## src/rtl/core/rit_pkg.sv

```systemverilog
// Package of shared types and constants for the reference-counted inode table.
`timescale 1ns / 1ps
package rit_pkg;

    typedef enum logic [1:0] {
        KIND_GET  = 2'd0,
        KIND_PUT  = 2'd1,
        KIND_MARK = 2'd2,
        KIND_SYNC = 2'd3
    } kind_t;

    typedef enum logic [1:0] {
        STATUS_OK   = 2'd0,
        STATUS_FULL = 2'd1,
        STATUS_BUSY = 2'd2
    } status_t;

    localparam int unsigned DEV_W   = 16;
    localparam int unsigned NUM_W   = 32;
    localparam int unsigned CNT_W   = 16;
    localparam int unsigned SLOT_W  = 5;
    localparam int unsigned RESULT_LIMIT = 32;
    localparam logic [CNT_W-1:0] CNT_MAX = '1;

    typedef struct packed {
        kind_t              kind;
        logic [DEV_W-1:0]   device;
        logic [NUM_W-1:0]   object_number;
        logic [SLOT_W-1:0]  slot;
        logic               is_file_or_dir;
    } req_t;

    typedef struct packed {
        logic [SLOT_W-1:0]  slot_out;
        logic               hit;
        status_t            status;
        logic               writeback;
        logic [DEV_W-1:0]   wb_device;
        logic [NUM_W-1:0]   wb_number;
        logic               last;
    } res_t;

    typedef enum logic [2:0] {
        ST_IDLE,
        ST_MATCH,
        ST_FREE,
        ST_SYNC,
        ST_EMIT
    } exec_state_t;

endpackage

```

## src/rtl/core/rit_front.sv

```systemverilog
// Front end: accepts request words and queues them for the execution engine.
`timescale 1ns / 1ps
module rit_front
    import rit_pkg::*;
(
    input  logic clk,
    input  logic rst_n,
    input  logic push,
    output logic full,
    input  req_t req_in,
    output logic req_valid,
    input  logic req_take,
    output req_t req_out
);

    req_t       q_reg [2];
    logic       wp_reg, wp_next, rp_reg, rp_next;
    logic [1:0] cnt_reg, cnt_next;
    logic       do_push, do_pop;

    assign full      = (cnt_reg == 2'd2);
    assign req_valid = (cnt_reg != 2'd0);
    assign req_out   = q_reg[rp_reg];
    assign do_push   = push && !full;
    assign do_pop    = req_take && req_valid;

    always_comb
    begin
        wp_next  = do_push ? ~wp_reg : wp_reg;
        rp_next  = do_pop ? ~rp_reg : rp_reg;
        cnt_next = cnt_reg + {1'b0, do_push} - {1'b0, do_pop};
    end

    always_ff @(posedge clk or negedge rst_n)
    begin
        if (!rst_n)
        begin
            wp_reg  <= 1'b0;
            rp_reg  <= 1'b0;
            cnt_reg <= 2'd0;
        end
        else
        begin
            wp_reg  <= wp_next;
            rp_reg  <= rp_next;
            cnt_reg <= cnt_next;
        end
    end

    always_ff @(posedge clk)
    begin
        if (do_push)
        begin
            q_reg[wp_reg] <= req_in;
        end
    end

`ifndef NO_ASSERTIONS
    a_cnt_range: assert property (@(posedge clk) disable iff (!rst_n)
        cnt_reg != 2'd3) else $error("queue count out of range");
    a_no_pop_empty: assert property (@(posedge clk) disable iff (!rst_n)
        cnt_reg == 2'd0 |-> !do_pop) else $error("pop from empty queue");
    a_full_hold: assert property (@(posedge clk) disable iff (!rst_n)
        full && !req_take |=> full) else $error("full queue lost a word");
`endif

endmodule

```

## config.mk

```make
export PLATFORM = sky130hd
export DESIGN_NAME = rit_front
export DESIGN_NICKNAME = d
export VERILOG_FILES = /design/src/rtl/core/rit_pkg.sv /design/src/rtl/core/rit_front.sv
export SDC_FILE = /design/constraint.sdc
export NUM_CORES = 1
export LEC_CHECK = 0
export BUFFER_PORTS_ARGS = -buffer_cell sky130_fd_sc_hd__buf_4
export CAP_MARGIN = 20
export CORE_MARGIN = 5
export CORE_UTILIZATION = 56
export DETAILED_ROUTE_END_ITERATION = 10
export GPL_ROUTABILITY_DRIVEN = 0
export PLACE_DENSITY = 0.84
export SLEW_MARGIN = 0
export SYNTH_ARGS = -nofsm -noshare
export SYNTH_HDL_FRONTEND = slang
export SYNTH_SLANG_ARGS = --single-unit
```

## constraint.sdc

```tcl
create_clock -name clk -period 9.95 [get_ports clk]
set_input_delay 2.4875 -clock clk [delete_from_list [all_inputs] [get_ports clk]]
set_output_delay 2.4875 -clock clk [all_outputs]
set_load 0.03 [all_outputs]
```

Yosys cells after proc, flatten, opt, wreduce, memory -nomap -nowiden:

Memory sizes are Yosys's and may differ from the RTL's.
Index checks and enable logic that the tools add are counted.
Widths: inputs -> output; s select.

* logic and storage cells: 15
* input port bits: 60
* memories kept: 1
* bits in writable memories: 112
* output and inout bits: 58
* bits in registers: 4

* reduce and logical (&&, ||, !) cells: 4
* $add $sub $neg: 2
* eq/ne operators: 1
* multiplexer cells: 2
* bitwise gates (word level): 2

Memory list
* q_reg: words 2, width 56, rd ports 1, clocked after Yosys merged registers in 0, wr ports 1, line rit_front.sv:16 `req_t q_reg [2];`

Operator list (number)
* $add 2x1->2: 1
* $eq 2x2->1 const B: 1
* $logic_and 1x1->1: 2
* $mux 1: 2
* $not 1->1: 2
* $reduce_bool 2->1: 1
* $sub 2x1->2: 1
* $logic_not 1->1: 1

Longest topological paths before layout:

* depth in word-level cells: 5
* mapped depth: 7
* depth with buffers taken out: 7

Worst setup path before layout:

Ideal clock, no wire load.

* kind: input -> register
* start point: input push
* end point: memory q_reg[0][0] (netlist bit), enable pin
* stages: 2
* arrival time: 4927 ps
* path slack: 4554 ps
* buffers on the path: 0
* library setup time: 470 ps
* required time: 9480 ps
* cells stage by stage: nand2_1 > nor2_1

* longest elaborated chain between the ends: 3

Ends and longest elaborated chain
* from (decl): line rit_front.sv:8 `input logic push,`
* $logic_and 1x1->1: line rit_front.sv:24 `assign do_push = push && !full;`
* $mux 1: line rit_front.sv:52 `if (do_push)`
* $mux 1 (not written as such): line rit_front.sv:54 `q_reg[wp_reg] <= req_in;`
* to (decl): line rit_front.sv:16

Every way passes these cells.

==> flow_metrics.py <==
metrics = {
    "yosys": {
        "largest_family_of_logic_cells_by_synthesized_area": "multiplexers",
        "synth_area_mm2": 0.00436,
        "synth_edf_count": 112,
        "post-synth-top-count-cell": "edfxtp_1",
        "complex_gate_fraction_of_the_synthesized_area": 0,
        "leading_cell_types_by_count_after_synthesis": "edfxtp_1, mux2_4, mux2_2, buf_6, dfrtp_1",
        "yosysSeqAreaShare": 0.794,
        "post-synth-top-area-cell": "edfxtp_1",
        "synthesis.area_per_instance_um2": 22.7,
        "synth.area.top_cells": "edfxtp_1, mux2_4, mux2_2",
        "netlist_instances": 192,
        "synthAdderAreaFrac": 0.00574,
        "synthDistinctLibCells": 16,
        "synth-warning-count": 0,
        "yosysTopAreaCellShare": 0.771,
        "synth-xor-area-share": 0.00803,
        "mappedNetlistNets": 254,
        "synth_async_sr_flop_share": 0.0345,
        "synth_simple_gate_area_frac": 0.00746,
        "synth.ff_latch_count": 116,
        "ys_dominant_reg_cell": "edfxtp_1",
        "synth.area.mux_share": 0.170,
    },
    "timing": {
        "fmaxAchievable_mhz": 215,
        "transition_time_at_the_pin_with_the_least_slew_margin_ns": 0.940,
        "grt_setup_unrepaired": "no",
        "final.hold.worst_slack_ns": 0.545,
        "hold_violations": 0,
        "post-route-min-period_ns": 4.66,
        "final_min_period_over_clock_period": 0.468,
        "tns_ns": 0,
        "max_slew_margin": 0.373,
        "finalMaxSlewViolations": 0,
        "skew_ns": 0.00477,
        "setup-violations-final": 0,
    },
    "critical_path": {
        "critPathRequiredTime_ns": 7.46,
        "max_stage_delay_ns": 1.03,
        "worst_path_max_delay_cell": "dfrtp_4",
        "highest_fanout_seen_on_the_critical_path": 57,
        "critPathCaptureType": "primary output",
        "cells_along_the_critical_path": "mux2_2 -> buf_4",
        "worstPathArrival_ns": 2.17,
        "timing.setup.critical_path_class": "register to primary output",
        "startpoint_type": "register",
    },
    "global_routing": {
        "grtUsageTotal": 0.168,
        "grt_pass1_wl_um": 12100,
        "grt_max_degree": 58,
        "overflow_left_after_global_routing": 0,
        "antenna_violations_before_repair": 0,
        "grt_pass1_vias": 2425,
    },
    "min_path": {
        "type_of_the_worst_min_delay_path": "register to register",
    },
    "place": {
        "place.port_buffers": 117,
        "dp_hpwl_um": 5080,
        "dp_cells": 407,
        "placedInstanceArea_mm2": 0.00534,
    },
    "route": {
        "finalWirelength_um": 7750,
        "drt-initial-drc-count": 95,
        "drt-pass1-iter-count": 4,
        "vias_per_cell": 5.09,
        "route.detailed.wl_per_inst_um": 17.7,
        "ant_nets": 0,
        "drc": 0,
        "routed-via-count": 2230,
    },
    "layout": {
        "final_area_mm2": 0.00592,
        "finalNetCount": 386,
        "final-instance-count-excl-fill": 438,
        "multi_input_area_um2": 845,
        "seqCellArea_mm2": 0.00347,
        "antenna_cells": 0,
        "n_fill_cell": 439,
        "share_of_layout_cells_above_drive_strength_1": 0.610,
        "final_core_util": 0.775,
        "area.growth.synth_to_final_pct": 35.8,
        "largest_register_ff_count": 112,
    },
    "power_and_ir_drop": {
        "irDropWorstVdd_v": 0.000210,
        "power_per_cell_area_mw_per_mm2": 342,
        "p_leak_nw": 2.35,
    },
    "run_status": {
        "status": "completed",
    },
    "floorplanning": {
        "start_util": 0.570,
        "die-width_um": 98.3,
        "io_pins": 118,
        "design.die.area_mm2": 0.00965,
        "core_region_area_mm2": 0.00765,
        "chip_height_um": 98.3,
        "num_rows": 32,
    },
    "cts": {
        "clock_sinks": 116,
        "numCtsBuffers": 17,
        "clkLatencyLatePin_ns": 0.50,
        "cts-root-buf": "clkbuf_8",
        "cts-htree-levels": 4,
        "ctsHoldBuffers": 0,
        "tritoncts_clock_tree": "built",
        "clk_pin_slew_worst_paths_ns": 0.05,
        "cts_resized": 0,
        "postCtsSetupBuffers": 0,
        "cts.path.max_buffers": 2,
    },
    "flow_run": {
        "timing.max_cap.violations": 0,
    },
}
[power breakdown]
| part | internal, mW | switching [mW] |
|---|---|---|
| combinational | 0.308 | 0.372 |
| sequential | 0.671 | 0.0855 |
| clock | 0.400 | 0.190 |
| total | 1.38 | 0.647 |
[layout make-up]
class,count,area share
flip-flops and latches,116,0.585
repair buffers,119,0.151
multi-input cells,68,0.143
clock buffers,19,0.0712
clock inverters,12,0.0275
well taps,102,0.0215
inverters,2,0.00127
[worst paths after layout]
kind / cells after the start / start / endpoint / slack [ns]
max in group asynchronous: 1 / rst_n / rp_reg$_DFFE_PN0P_ / 8.05
max reg2reg: 4 / cnt_reg[1]$_DFF_PN0_ / q_reg[0][22]$_DFFE_PP_ / 7.86
min in group asynchronous: 1 / rst_n / wp_reg$_DFFE_PN0N_ / 1.78
min reg2reg: 1 / cnt_reg[0]$_DFF_PN0_ / cnt_reg[0]$_DFF_PN0_ / 0.55
min: 1 / cnt_reg[0]$_DFF_PN0_ / cnt_reg[0]$_DFF_PN0_ / 0.55
max: 2 / rp_reg$_DFFE_PN0P_ / req_out[3] / 5.29
[metrics by stage]
stage	power (mW)	worst slack, ns
floorplan	1.23	4.55
global placement	1.43	5.81
detailed placement	1.45	5.81
CTS	2.05	5.27
global route	2.11	5.22
finish	2.03	5.29
[cell families after synthesis]
kind of cell / after synthesis
XOR/XNOR: 4
flip-flops: 116
multiplexers: 56
AND/OR/NAND/NOR: 6
buffers and inverters: 8
adder cells (fa/ha/maj): 2
[cells in the final DEF, fill, tap and decap left out]
cell type	n
clkbuf_1	2
xor2_1	1
clkinv_1	2
nor2_4	1
xnor2_1	3
and3_2	1
clkbuf_8	1
dfrtp_1	3
and2_1	1
clkinvlp_4	2
clkbuf_16	16
ha_1	2
mux2_2	26
nand2b_1	1
buf_4	119
clkinv_2	4
bufinv_16	4
nand2_1	1
mux2_4	30
edfxtp_1	112
inv_1	2
or2_1	1
dfrtp_4	1
[worst max-delay path, delay by kind of cell (launching register included)]
kind | cells | cell delay [ns]
flip-flops | 1 | 1.03
multiplexers | 1 | 0.42
buffers and inverters | 1 | 0.17
[metal layers]
layer  global-route usage  wire length, um  share of wire
met4               0.0536               43         0.0055
met3               0.0686              569          0.073
met2                0.285             4080           0.53
met1                0.196             3060           0.39
met5                    0                0              0
Note: power is estimated with default switching activity, not from simulation.
